===== config.mk =====
export PLATFORM = sky130hd
export DESIGN_NAME = pors_mul
export DESIGN_NICKNAME = d
export VERILOG_FILES = /design/src/pors_pkg.sv /design/src/pors_mul.sv
export SDC_FILE = /design/constraint.sdc
export NUM_CORES = 2
export LEC_CHECK = 0
export ABC_AREA = 0
export BUFFER_PORTS_ARGS = -buffer_cell sky130_fd_sc_hd__buf_2
export CELL_PAD_IN_SITES_DETAIL_PLACEMENT = 1
export CELL_PAD_IN_SITES_GLOBAL_PLACEMENT = 1
export CORE_MARGIN = 2
export CORE_UTILIZATION = 45
export DETAILED_ROUTE_END_ITERATION = 7
export MAX_ROUTING_LAYER = met4
export PLACE_DENSITY = 0.79
export REMOVE_ABC_BUFFERS = 1
export SYNTH_ARGS = -nofsm -noshare
export SYNTH_HDL_FRONTEND = slang
export SYNTH_SLANG_ARGS = --single-unit

===== constraint.sdc =====
create_clock -name clk_i -period 17.61 [get_ports clk_i]
set_clock_uncertainty 0.1 [all_clocks]
set_input_delay 1.761 -clock clk_i [delete_from_list [all_inputs] [get_ports clk_i]]
set_output_delay 1.761 -clock clk_i [all_outputs]
set_load 0.02 [all_outputs]

===== src/pors_pkg.sv =====
// Package for the photon orbit RK4 stepper: word widths, fixed-point constants,
// controller types and the saturating helpers shared by the datapath units.
// Depends on nothing.
package pors_pkg;

  localparam int WORD_BITS    = 48;
  localparam int FRAC_BITS    = 36;
  localparam int FINE_DIVISOR = 25;
  localparam int SUM_DIVISOR  = 6;
  localparam int SUM_ROUND    = SUM_DIVISOR / 2;

  localparam int HALF_BITS = (WORD_BITS + 1) / 2;
  localparam int PROD_BITS = 2 * WORD_BITS;

  localparam int DIV_DIGITS   = 4;
  localparam int DIV_STEPS    = (WORD_BITS + DIV_DIGITS - 1) / DIV_DIGITS;
  localparam int DIV_PAD_BITS = DIV_STEPS * DIV_DIGITS;
  localparam int DIV_CNT_BITS = $clog2(DIV_STEPS);
  localparam int DIV_MAX      = (FINE_DIVISOR > SUM_DIVISOR) ? FINE_DIVISOR : SUM_DIVISOR;
  localparam int DIVR_BITS    = $clog2(DIV_MAX) + 1;

  localparam int IN_DATA_BITS  = ((4 * WORD_BITS - 1) + 7) / 8 * 8;
  localparam int OUT_DATA_BITS = ((5 * WORD_BITS - 1) + 7) / 8 * 8;
  localparam int IN_U_LSB      = 0;
  localparam int IN_DU_LSB     = WORD_BITS;
  localparam int IN_PHI_LSB    = 2 * WORD_BITS;
  localparam int IN_PEAK_LSB   = 3 * WORD_BITS;

  localparam int CFG_IDX_BITS = 2;

  typedef logic signed [WORD_BITS-1:0] word_t;
  typedef logic        [WORD_BITS-1:0] mag_t;
  typedef logic        [WORD_BITS-2:0] uword_t;
  typedef logic        [CFG_IDX_BITS-1:0] cfg_idx_t;

  localparam cfg_idx_t CFG_STEP_ANGLE     = cfg_idx_t'(0);
  localparam cfg_idx_t CFG_CAPTURE_LIMIT  = cfg_idx_t'(1);
  localparam cfg_idx_t CFG_FINE_THRESHOLD = cfg_idx_t'(2);

  localparam word_t  STEP_RESET  = word_t'(-1199343);
  localparam uword_t LIMIT_RESET = uword_t'(64'd13743895347200);
  localparam uword_t THR_RESET   = uword_t'(64'd11453246123);

  localparam word_t WORD_MAX = word_t'({1'b0, {(WORD_BITS - 1){1'b1}}});
  localparam word_t WORD_MIN = word_t'({1'b1, {(WORD_BITS - 1){1'b0}}});

  localparam logic [63:0] HALF_PI_Q63 = 64'hC90FDAA22168C235;
  localparam word_t HALF_PI =
    word_t'((HALF_PI_Q63 + (64'd1 << (62 - FRAC_BITS))) >> (63 - FRAC_BITS));

  typedef enum logic [3:0] {
    S_IDLE,
    S_RK_INIT,
    S_MUL,
    S_MUL_WAIT,
    S_ACC_A,
    S_ACC_B,
    S_ACCUM,
    S_DIV,
    S_DIV_WAIT,
    S_DIV_USE,
    S_OUT
  } state_e;

  typedef enum logic [1:0] {
    MP_KU,
    MP_SQ,
    MP_KD
  } mul_phase_e;

  typedef enum logic [1:0] {
    DP_STEP,
    DP_SUM_U,
    DP_SUM_D
  } div_phase_e;

  function automatic word_t sat_add(word_t a, word_t b);
    logic [WORD_BITS:0] s;
    s = {a[WORD_BITS-1], a} + {b[WORD_BITS-1], b};
    if (s[WORD_BITS] != s[WORD_BITS-1]) begin
      return s[WORD_BITS] ? WORD_MIN : WORD_MAX;
    end
    return word_t'(s[WORD_BITS-1:0]);
  endfunction

  function automatic word_t sat_sub(word_t a, word_t b);
    logic [WORD_BITS:0] s;
    s = {a[WORD_BITS-1], a} - {b[WORD_BITS-1], b};
    if (s[WORD_BITS] != s[WORD_BITS-1]) begin
      return s[WORD_BITS] ? WORD_MIN : WORD_MAX;
    end
    return word_t'(s[WORD_BITS-1:0]);
  endfunction

  function automatic word_t half(word_t x);
    word_t t;
    t = x + word_t'({{(WORD_BITS - 1){1'b0}}, x[WORD_BITS-1]});
    return t >>> 1;
  endfunction

  function automatic mag_t magn(word_t x);
    return x[WORD_BITS-1] ? mag_t'(-x) : mag_t'(x);
  endfunction

endpackage


===== src/pors_mul.sv =====
// Shared fixed-point multiplier: sign-magnitude product built from four
// half-width partial products, then rounded and saturated to one word.
// Depends on pors_pkg.
module pors_mul (
  input  logic            clk_i,
  input  logic            rst_ni,
  input  logic            start_i,
  input  pors_pkg::word_t a_i,
  input  pors_pkg::word_t b_i,
  output logic            done_o,
  output pors_pkg::word_t prod_o
);

  localparam int Q_BITS = pors_pkg::PROD_BITS - pors_pkg::FRAC_BITS;

  logic                                busy_q, fin_q, done_q, neg_q;
  logic [1:0]                          cnt_q;
  pors_pkg::mag_t                      ma_q, mb_q;
  logic [pors_pkg::PROD_BITS-1:0]      acc_q, pp_ext;
  logic [pors_pkg::HALF_BITS-1:0]      a_part, b_part;
  logic [2*pors_pkg::HALF_BITS-1:0]    pp;
  logic [Q_BITS-1:0]                   q;
  logic [pors_pkg::WORD_BITS-1:0]      qlo;
  logic                                over;
  pors_pkg::word_t                     res, prod_q;

  always_comb begin
    a_part = cnt_q[1] ? pors_pkg::HALF_BITS'(ma_q >> pors_pkg::HALF_BITS)
                      : ma_q[pors_pkg::HALF_BITS-1:0];
    b_part = cnt_q[0] ? pors_pkg::HALF_BITS'(mb_q >> pors_pkg::HALF_BITS)
                      : mb_q[pors_pkg::HALF_BITS-1:0];
    pp = a_part * b_part;
    unique case (cnt_q)
      2'd0:       pp_ext = pors_pkg::PROD_BITS'(pp);
      2'd1, 2'd2: pp_ext = pors_pkg::PROD_BITS'(pp) << pors_pkg::HALF_BITS;
      default:    pp_ext = pors_pkg::PROD_BITS'(pp) << (2 * pors_pkg::HALF_BITS);
    endcase
  end

  always_comb begin
    q    = acc_q[pors_pkg::PROD_BITS-1:pors_pkg::FRAC_BITS];
    qlo  = q[pors_pkg::WORD_BITS-1:0];
    over = (|q[Q_BITS-1:pors_pkg::WORD_BITS]) ||
           (neg_q ? (qlo[pors_pkg::WORD_BITS-1] && (|qlo[pors_pkg::WORD_BITS-2:0]))
                  : qlo[pors_pkg::WORD_BITS-1]);
    if (over) begin
      res = neg_q ? pors_pkg::WORD_MIN : pors_pkg::WORD_MAX;
    end else begin
      res = neg_q ? pors_pkg::word_t'(-qlo) : pors_pkg::word_t'(qlo);
    end
  end

  always_ff @(posedge clk_i or negedge rst_ni) begin
    if (!rst_ni) begin
      busy_q <= 1'b0;
      fin_q  <= 1'b0;
      done_q <= 1'b0;
      cnt_q  <= 2'd0;
    end else begin
      done_q <= 1'b0;
      if (start_i) begin
        busy_q <= 1'b1;
        cnt_q  <= 2'd0;
      end else if (busy_q) begin
        cnt_q <= cnt_q + 2'd1;
        if (cnt_q == 2'd3) begin
          busy_q <= 1'b0;
          fin_q  <= 1'b1;
        end
      end else if (fin_q) begin
        fin_q  <= 1'b0;
        done_q <= 1'b1;
      end
    end
  end

  always_ff @(posedge clk_i) begin
    if (start_i) begin
      ma_q  <= pors_pkg::magn(a_i);
      mb_q  <= pors_pkg::magn(b_i);
      neg_q <= a_i[pors_pkg::WORD_BITS-1] ^ b_i[pors_pkg::WORD_BITS-1];
      acc_q <= pors_pkg::PROD_BITS'(1) << (pors_pkg::FRAC_BITS - 1);
    end else if (busy_q) begin
      acc_q <= acc_q + pp_ext;
    end
    if (fin_q) begin
      prod_q <= res;
    end
  end

  assign done_o = done_q;
  assign prod_o = prod_q;

endmodule


==> results.cfg <==
[status]
outcome = finished, final reports clean

[global_routing]
gr-usage-all-layers = 0.322
antenna_found_initial = 2
grt_pass1_wl_um = 204000
grt_max_degree = 84
grt_pass1_vias = 34200
overflow = 0

[clocking]
cts_resized = 0
hold_buffers = 0
cts_tree = built
ctsRootBufferMaster = clkbuf_16
cts_made_buffers = 31
clk_pin_slew_ns = 0.07
clock_latency_ns = 0.64
clockBufferDepth = 3
post-cts-setup-buffer-count = 0
clkSinkCount = 246
h-tree-depth = 1

[worst_setup_path]
crit_buf_inv = 7
ff2ff_setup_slack_ns = 4.52
crit_arrival_ns = 13.48
max_stage_delay_ns = 0.97
critPathSlowestCell = mux2i_2
worstSetupPathType = register to register
cp_common_cell = fa_1
critPathMaxFanout = 30
critical_path.top_delay_family = adder cells
start_kind = register
cp-end-kind = register
critPathRequiredTime_ns = 18.00

[drt]
totalWireLength_um = 133000
drtAntennaViolNets = 0
avgViaCountPerCell = 5.91
drcViolationCount = 0
vias = 32400
drt-initial-drc-count = 2571
wl_per_cell_um = 24.3
firstDrtPassIters = 6

[finish]
nets = 5237
drive_above_1_share = 0.0803
area_growth_pct = 7.49

[logic_synthesis]
synth_ff_type = edfxtp_1
syn_inst = 4337
synth_most_common_cell = inv_1
postSynth.asyncResetShare = 0.0203
synth_cell_types = 86
ys_seq_elements = 246
yosys-top-cells-area = fa_1 26%, edfxtp_1 12%, ha_1 9.3%
synth_commonest_cells = 623 x inv_1, 567 x nand2_1, 483 x fa_1, 460 x nor2_1, 274 x ha_1
synth_area_per_cell_um2 = 8.53
yosysTopAreaCellShare = 0.261
synth_edf_count = 145
synth_top_area_cell = fa_1
ys_seq_area_frac = 0.173
yosys_warnings = 0
netlist_area_mm2 = 0.0370

[floorplan]
dieWidth_um = 291
dieArea_mm2 = 0.0845
pin_count = 148
rows = 105
core-area_mm2 = 0.0817
die_h_um = 291
initial_utilization = 0.453

[placement]
dpl.hpwl_um = 106000
gp_congestion = 1.01
port_buffers = 147

[sta]
finalCritPeriodShare = 0.743
worst_slew_pin_slew_ns = 1.42
slew_headroom = 0.0242
setup_viol = 0
rsz0062_at_grt = false
hold_viol_final = 0
min_period_ns = 13.09
setup_tns_ns = 0
fmax_ghz = 0.0764
slew_viol_final = 0

[run]
maxCapViolations = 0

[worst_hold_path]
hold_class = register to register
## layout by cell type, fill, tap and decap left out, types with 21 or more instances in the layout
cell / count
nor2_1: 459
dfxtp_1: 96
and2_1: 41
o21ai_0: 211
xor2_1: 55
buf_4: 55
nand2_1: 566
buf_2: 146
ha_1: 274
fa_1: 483
clkbuf_16: 31
nor3_1: 41
mux2i_1: 88
inv_1: 623
o21a_1: 21
or3_1: 32
o31ai_1: 33
xnor2_1: 172
edfxtp_1: 145
a21oi_1: 242
a21o_1: 61
a31oi_1: 22
o21bai_1: 29
mux2_2: 46
nand4_1: 49
nand3_1: 37
## layer usage
layer	wire [um]	track usage
met2	61500	0.502
met3	10900	0.0620
met4	5770	0.123
met1	55100	0.416
met5	0	-
## worst min-delay path: cells and delay by family, from the launching register on
family | cells | cell delay, ns
AO/OA/AOI/OAI | 1 | 0.06
flip-flops | 1 | 0.34
AND/OR/NAND/NOR | 1 | 0.05
## sequential cells by signal, indices dropped and copies added (netlist names)
signal,flops
acc_q,96
ma_q,48
mb_q,48
prod_o,48
cnt_q,2
busy_q,1
done_o,1
fin_q,1
neg_q,1
## per-stage QoR
stage	cells	setup WS (ns)	hold WS (ns)	util	area, um^2
5_1_grt	5478	3.89	0.418	0.486	39800
4_1_cts	5476	4.70	0.379	0.486	39700
6_report	5479	4.52	0.379	0.487	39800
2_1_floorplan	4146	5.93	0.332	-	36300
3_5_place_dp	5418	4.71	0.366	0.475	38800
3_3_place_gp	5418	4.91	0.345	0.475	38800
## final cells by class
cell class / instances / area, um^2
antenna: 3 / 7.51
sequential: 246 / 6410
timing repair buffer: 202 / 1150
inverter: 624 / 2340
multi-input combinational: 3276 / 27600
clock buffer: 40 / 810
fill: 9831 / 42000
tap: 1070 / 1340
clock inverter: 18 / 133
## cells by family after synthesis
family / after synthesis / synth area share
AND/OR/NAND/NOR: 1374 / 0.166
adder cells (fa/ha/maj): 757 / 0.354
multiplexers: 143 / 0.0403
XOR/XNOR: 227 / 0.0538
AO/OA/AOI/OAI: 775 / 0.130
flip-flops: 246 / 0.173
buffers and inverters: 815 / 0.0829
## worst paths after layout
check,from,to,cells after the start
setup / recovery,cnt_q[1],acc_q[94],37
hold / removal,acc_q[26],acc_q[26],2
setup reg to reg,cnt_q[1],acc_q[94],37
hold reg to reg,acc_q[26],acc_q[26],2
max in group asynchronous,rst_ni,cnt_q[0],1
min in group asynchronous,rst_ni,busy_q,1
Power is not shown: default switching activity piles up to over one toggle a cycle in this logic, so the estimate is an artifact.
