File: src/pors_pkg.sv
// Package for the photon orbit RK4 stepper: word widths, fixed-point constants,
// controller types and the saturating helpers shared by the datapath units.
// Depends on nothing.
package pors_pkg;

  localparam int WORD_BITS    = 48;
  localparam int FRAC_BITS    = 36;
  localparam int FINE_DIVISOR = 25;
  localparam int SUM_DIVISOR  = 6;
  localparam int SUM_ROUND    = SUM_DIVISOR / 2;

  localparam int HALF_BITS = (WORD_BITS + 1) / 2;
  localparam int PROD_BITS = 2 * WORD_BITS;

  localparam int DIV_DIGITS   = 4;
  localparam int DIV_STEPS    = (WORD_BITS + DIV_DIGITS - 1) / DIV_DIGITS;
  localparam int DIV_PAD_BITS = DIV_STEPS * DIV_DIGITS;
  localparam int DIV_CNT_BITS = $clog2(DIV_STEPS);
  localparam int DIV_MAX      = (FINE_DIVISOR > SUM_DIVISOR) ? FINE_DIVISOR : SUM_DIVISOR;
  localparam int DIVR_BITS    = $clog2(DIV_MAX) + 1;

  localparam int IN_DATA_BITS  = ((4 * WORD_BITS - 1) + 7) / 8 * 8;
  localparam int OUT_DATA_BITS = ((5 * WORD_BITS - 1) + 7) / 8 * 8;
  localparam int IN_U_LSB      = 0;
  localparam int IN_DU_LSB     = WORD_BITS;
  localparam int IN_PHI_LSB    = 2 * WORD_BITS;
  localparam int IN_PEAK_LSB   = 3 * WORD_BITS;

  localparam int CFG_IDX_BITS = 2;

  typedef logic signed [WORD_BITS-1:0] word_t;
  typedef logic        [WORD_BITS-1:0] mag_t;
  typedef logic        [WORD_BITS-2:0] uword_t;
  typedef logic        [CFG_IDX_BITS-1:0] cfg_idx_t;

  localparam cfg_idx_t CFG_STEP_ANGLE     = cfg_idx_t'(0);
  localparam cfg_idx_t CFG_CAPTURE_LIMIT  = cfg_idx_t'(1);
  localparam cfg_idx_t CFG_FINE_THRESHOLD = cfg_idx_t'(2);

  localparam word_t  STEP_RESET  = word_t'(-1199343);
  localparam uword_t LIMIT_RESET = uword_t'(64'd13743895347200);
  localparam uword_t THR_RESET   = uword_t'(64'd11453246123);

  localparam word_t WORD_MAX = word_t'({1'b0, {(WORD_BITS - 1){1'b1}}});
  localparam word_t WORD_MIN = word_t'({1'b1, {(WORD_BITS - 1){1'b0}}});

  localparam logic [63:0] HALF_PI_Q63 = 64'hC90FDAA22168C235;
  localparam word_t HALF_PI =
    word_t'((HALF_PI_Q63 + (64'd1 << (62 - FRAC_BITS))) >> (63 - FRAC_BITS));

  typedef enum logic [3:0] {
    S_IDLE,
    S_RK_INIT,
    S_MUL,
    S_MUL_WAIT,
    S_ACC_A,
    S_ACC_B,
    S_ACCUM,
    S_DIV,
    S_DIV_WAIT,
    S_DIV_USE,
    S_OUT
  } state_e;

  typedef enum logic [1:0] {
    MP_KU,
    MP_SQ,
    MP_KD
  } mul_phase_e;

  typedef enum logic [1:0] {
    DP_STEP,
    DP_SUM_U,
    DP_SUM_D
  } div_phase_e;

  function automatic word_t sat_add(word_t a, word_t b);
    logic [WORD_BITS:0] s;
    s = {a[WORD_BITS-1], a} + {b[WORD_BITS-1], b};
    if (s[WORD_BITS] != s[WORD_BITS-1]) begin
      return s[WORD_BITS] ? WORD_MIN : WORD_MAX;
    end
    return word_t'(s[WORD_BITS-1:0]);
  endfunction

  function automatic word_t sat_sub(word_t a, word_t b);
    logic [WORD_BITS:0] s;
    s = {a[WORD_BITS-1], a} - {b[WORD_BITS-1], b};
    if (s[WORD_BITS] != s[WORD_BITS-1]) begin
      return s[WORD_BITS] ? WORD_MIN : WORD_MAX;
    end
    return word_t'(s[WORD_BITS-1:0]);
  endfunction

  function automatic word_t half(word_t x);
    word_t t;
    t = x + word_t'({{(WORD_BITS - 1){1'b0}}, x[WORD_BITS-1]});
    return t >>> 1;
  endfunction

  function automatic mag_t magn(word_t x);
    return x[WORD_BITS-1] ? mag_t'(-x) : mag_t'(x);
  endfunction

endpackage

File: src/pors_div.sv
// Shared divider for small divisors: restoring division of an unsigned word,
// four quotient bits per cycle with a narrow remainder.
// Depends on pors_pkg.
module pors_div (
  input  logic                            clk_i,
  input  logic                            rst_ni,
  input  logic                            start_i,
  input  pors_pkg::mag_t                  dividend_i,
  input  logic [pors_pkg::DIVR_BITS-1:0]  divisor_i,
  output logic                            done_o,
  output pors_pkg::mag_t                  quot_o
);

  logic                               busy_q, done_q;
  logic [pors_pkg::DIV_CNT_BITS-1:0]  cnt_q;
  logic [pors_pkg::DIV_PAD_BITS-1:0]  num_q, quo_q, num_d, quo_d;
  logic [pors_pkg::DIVR_BITS-1:0]     rem_q, dvs_q, rem_d;

  always_comb begin
    rem_d = rem_q;
    num_d = num_q;
    quo_d = quo_q;
    for (int i = 0; i < pors_pkg::DIV_DIGITS; i++) begin
      rem_d = {rem_d[pors_pkg::DIVR_BITS-2:0], num_d[pors_pkg::DIV_PAD_BITS-1]};
      num_d = num_d << 1;
      quo_d = quo_d << 1;
      if (rem_d >= dvs_q) begin
        rem_d    = rem_d - dvs_q;
        quo_d[0] = 1'b1;
      end
    end
  end

  always_ff @(posedge clk_i or negedge rst_ni) begin
    if (!rst_ni) begin
      busy_q <= 1'b0;
      done_q <= 1'b0;
      cnt_q  <= '0;
    end else begin
      done_q <= 1'b0;
      if (start_i) begin
        busy_q <= 1'b1;
        cnt_q  <= '0;
      end else if (busy_q) begin
        cnt_q <= cnt_q + 1'b1;
        if (cnt_q == pors_pkg::DIV_CNT_BITS'(pors_pkg::DIV_STEPS - 1)) begin
          busy_q <= 1'b0;
          done_q <= 1'b1;
        end
      end
    end
  end

  always_ff @(posedge clk_i) begin
    if (start_i) begin
      num_q <= pors_pkg::DIV_PAD_BITS'(dividend_i);
      quo_q <= '0;
      rem_q <= '0;
      dvs_q <= divisor_i;
    end else if (busy_q) begin
      num_q <= num_d;
      quo_q <= quo_d;
      rem_q <= rem_d;
    end
  end

  assign done_o = done_q;
  assign quot_o = quo_q[pors_pkg::WORD_BITS-1:0];

endmodule

File: config.mk
export PLATFORM = sky130hd
export DESIGN_NAME = pors_div
export DESIGN_NICKNAME = d
export VERILOG_FILES = /design/src/pors_pkg.sv /design/src/pors_div.sv
export SDC_FILE = /design/constraint.sdc
export NUM_CORES = 1
export LEC_CHECK = 0
export ABC_CLOCK_PERIOD_IN_PS = 18680
export BUFFER_PORTS_ARGS = -buffer_cell sky130_fd_sc_hd__buf_4
export CORE_MARGIN = 3
export CORE_UTILIZATION = 39
export CTS_CLUSTER_SIZE = 20
export DETAILED_ROUTE_END_ITERATION = 8
export PLACE_DENSITY = 0.57
export SYNTH_ARGS = -nofsm -noshare
export SYNTH_HDL_FRONTEND = slang
export SYNTH_SLANG_ARGS = --single-unit
File: constraint.sdc
create_clock -name clk_i -period 18.68 [get_ports clk_i]
set_input_delay 3.736 -clock clk_i [delete_from_list [all_inputs] [get_ports clk_i]]
set_output_delay 3.736 -clock clk_i [all_outputs]
set_load 0.02 [all_outputs]
==> flow_summary_export.csv <==
group,metric,value,unit
yosys,netlist_instances,487,
global_route,grt_max_degree,68,
die,initial_core_util,0.404,
pwr,switching_power,399,uW
detailed_routing,drt-total-wl,11600,um
worst_setup_path,reg2reg_depth,24,
clock_network,cts_tree,"yes",
detailed_routing,routedWlPerCell,15.7,um
yosys,ys_ff_latch,113,
detailed_routing,firstDrtPassIters,4,
global_route,antenna_found_initial,0,
detailed_routing,drtIter0Drc,202,
worst_hold_path,min_path_type,"flop to flop",
yosys,synth.distinct_cells,57,
timing,rsz0062_at_grt,"no",
worst_setup_path,r2r-end,"rem_q[0]",
pwr,internal_power,719,uW
worst_setup_path,cpMaxStageDelayCell,"a31oi_1",
detailed_routing,drc,0,
timing,setup_viol,0,
timing,slew_headroom,0.228,
worst_setup_path,cp-start-kind,"flop",
clock_network,clockRootBuffer,"clkbuf_16",
clock_network,cts_hold_buffers,0,
worst_setup_path,cp.arrival,7.43,ns
die,die_h,127,um
timing,hold_viol_final,0,
layout,layout-drive-gt1-share,0.335,
layout,nNetsFinal,634,
clock_network,cts_buffer_depth,2,
placement,portBuffers,105,
timing,worstMarginPinSlew,1.16,ns
yosys,ys_seq_area_frac,0.499,
pwr,p_seq_frac,0.267,
global_route,grt_overflow_total,0,
clock_network,cts_buffers,17,
yosys,synth-edff-count,54,
die,pin_count,106,
timing,min_period_over_period,0.381,
worst_setup_path,rrSetupSlack,11.57,ns
clock_network,cts_max_level,4,
worst_setup_path,worst_setup_path_end_kind,"flop",
placement,hpwl,8050,um
placement,placed_cells,709,
worst_setup_path,path_max_fanout,13,
die,rows,43,
clock_network,post-cts-setup-buffers,0,
yosys,syn-num-nets,573,
clock_network,clk_latency,0.41,ns
placement,dpl_cell_area,0.00629,mm2
layout,diodes,0,
detailed_routing,antenna_left,0,
yosys,synth_area,0.00567,mm2
timing,slew_viol_final,0,
global_route,grtUsageTotal,0.152,
die,fp.dieArea,0.0160,mm2
worst_hold_path,holdPathStages,2,
timing,clock.fmax,141,MHz
worst_setup_path,crit_top_cell,"fa_1",
layout,fin_area,0.00681,mm2
layout,syn_to_final_growth,20.0,%
yosys,postSynthAreaPerCell,11.6,um2
pwr,comb_power_share,0.479,
yosys,ys.flop_type,"edfxtp_1",
worst_setup_path,max_stage_delay,0.76,ns
worst_hold_path,hold_start,"quot_o[45]",
worst_setup_path,path_depth,24,
placement,gp_congestion,0.811,
worst_hold_path,hold_end,"quot_o[45]",
pwr,swShare,0.357,
layout,stdcell_count,741,
pwr,clockPowerShare,0.254,
layout,final_common_cell,"buf_4",
global_route,grt_pass1_wl,18900,um
worst_setup_path,timing.rr.start,"dvs_q[1]",
timing,tns,0,ns
pwr,p_per_area,164,mW/mm2
clock_network,path_clk_slew,0.05,ns
worst_setup_path,path_buf_inv,2,
yosys,yosysWarnings,0,
flow_run,maxCapViolCount,0,
timing,worst_clock_skew,0.00755,ns
pwr,irDropWorstVdd,98.2,uV
global_route,grt_pass1_vias,3678,
worst_setup_path,path_class,"flop to flop",
detailed_routing,via_count,3607,
clock_network,post_cts_resized,0,
worst_setup_path,cp.required,19.00,ns
yosys,async_flop_share,0.0531,
pwr,p_leak,3.21,nW
layout,layout.cells.most_common_list,"buf_4, nor2_1, edfxtp_1",
detailed_routing,via_per_inst,4.87,
clock_network,numClockSinks,113,
die,core,0.0140,mm2
timing,fin_crit,7.11,ns
worst_setup_path,critPathTopFamily,"compound AO/OA/AOI/OAI gates",
status,status,"finished clean",
die,die_x,127,um
worst_setup_path,critical_path.cell_chain,"inv_1 > fa_1 > a21oi_1 > o22a_1 > and2_0 > o21ai_0 > ha_1 > and4_1 > nor3_1 > a21oi_2 > a21oi_1 > inv_1 > fa_1 > nor2b_1 > o31ai_1 > a31oi_1 > mux2i_1 > fa_1 > a211oi_2 > nor2_1 > a2111o_1 > nand2_1 > mux2_2 > a211oi_1",
-- Yosys cell counts (all sizes together) (2+ instances only) --
master	n	share of area
nor2	63	0.042
buf	56	0.067
edfxtp	54	0.29
dfxtp	53	0.19
mux2	47	0.093
mux2i	47	0.083
ha	25	0.055
inv	16	0.011
o21ai	11	0.0097
a21oi	9	0.0086
clkbuf	9	0.0060
nand2	9	0.0060
a21o	8	0.011
a211oi	7	0.010
xnor2	7	0.011
and2	6	0.0071
dfrtp	6	0.026
xor2	5	0.0077
fa	4	0.014
nand2b	4	0.0044
a31oi	3	0.0033
nor2b	3	0.0033
o21a	3	0.0040
or2	3	0.0033
a311oi	2	0.0042
and3	2	0.0022
and4	2	0.0033
nand3	2	0.0018
nand4	2	0.0022
nor3	2	0.0018
or3	2	0.0024
-- kinds of logic (layout without fill, tap and decap cells) --
family                   Yosys count  count (layout)  synth area share
AND/OR/NAND/NOR                  102             102            0.0820
buffers and inverters             81             155            0.0836
XOR/XNOR                          12              12            0.0185
AO/OA/AOI/OAI                     56              56            0.0710
flip-flops                       113             113             0.499
adder cells (fa/ha/maj)           29              29            0.0693
multiplexers                      94              94             0.176
-- stage by stage --
| stage | util | hold WS (ns) | power, mW | worst slack [ns] |
|---|---|---|---|---|
| final | 0.485 | 0.497 | 1.12 | 11.57 |
| after global routing | 0.485 | 0.554 | 1.20 | 10.89 |
| after CTS | 0.485 | 0.500 | 1.13 | 11.56 |
| after detailed placement | 0.448 | 0.488 | 0.836 | 11.62 |
| after global placement | 0.448 | 0.476 | 0.832 | 11.88 |
| after floorplan | - | 0.475 | 0.722 | 12.73 |
-- flip-flops by register name, summed over array words and instances (netlist names) --
name / cells
dvs_q: 6
num_q: 48
done_o: 1
cnt_q: 4
busy_q: 1
quot_o: 48
rem_q: 5
-- layout make-up --
type	instances	area, um2
Clock buffer	23	448
Clock inverter	9	66.3
Fill cell	1281	7240
Inverter	16	60.1
Multi-Input combinational cell	293	2370
Sequential cell	113	2840
Tap cell	180	225
Timing Repair Buffer	107	803
-- per-layer routing --
metal,routed length (um),vias up,global-route usage,share of wire
met1,5160,1701,0.185,0.44
met5,0,-,0,0
li1,-,1805,-,-
met3,755,21,0.0657,0.065
met4,257,0,0.0681,0.022
met2,5440,80,0.233,0.47
-- worst max-delay path by stage --
stage                        start       end  slack [ns]
after floorplan           dvs_q[1]  rem_q[0]       12.73
after global placement    dvs_q[1]  rem_q[0]       11.88
after detailed placement  dvs_q[1]  rem_q[0]       11.62
after CTS                 dvs_q[1]  rem_q[0]       11.56
after global routing      dvs_q[1]  rem_q[0]       10.89
final                     dvs_q[1]  rem_q[0]       11.57
-- worst min-delay path, cell delays in order (launching register included) --
cell	delay, ns
dfxtp_1	0.32
mux2i_1	0.06
nor2_1	0.08
-- power by group through the flow --
stage / sequential, mW / combinational, mW / clock [mW]
3_3_place_gp: 0.303 / 0.529 / 0
2_1_floorplan: 0.298 / 0.424 / 0
4_1_cts: 0.299 / 0.535 / 0.292
5_1_grt: 0.302 / 0.594 / 0.304
6_report: 0.298 / 0.536 / 0.284
3_5_place_dp: 0.304 / 0.533 / 0
Power figures use the tool's default switching activity.
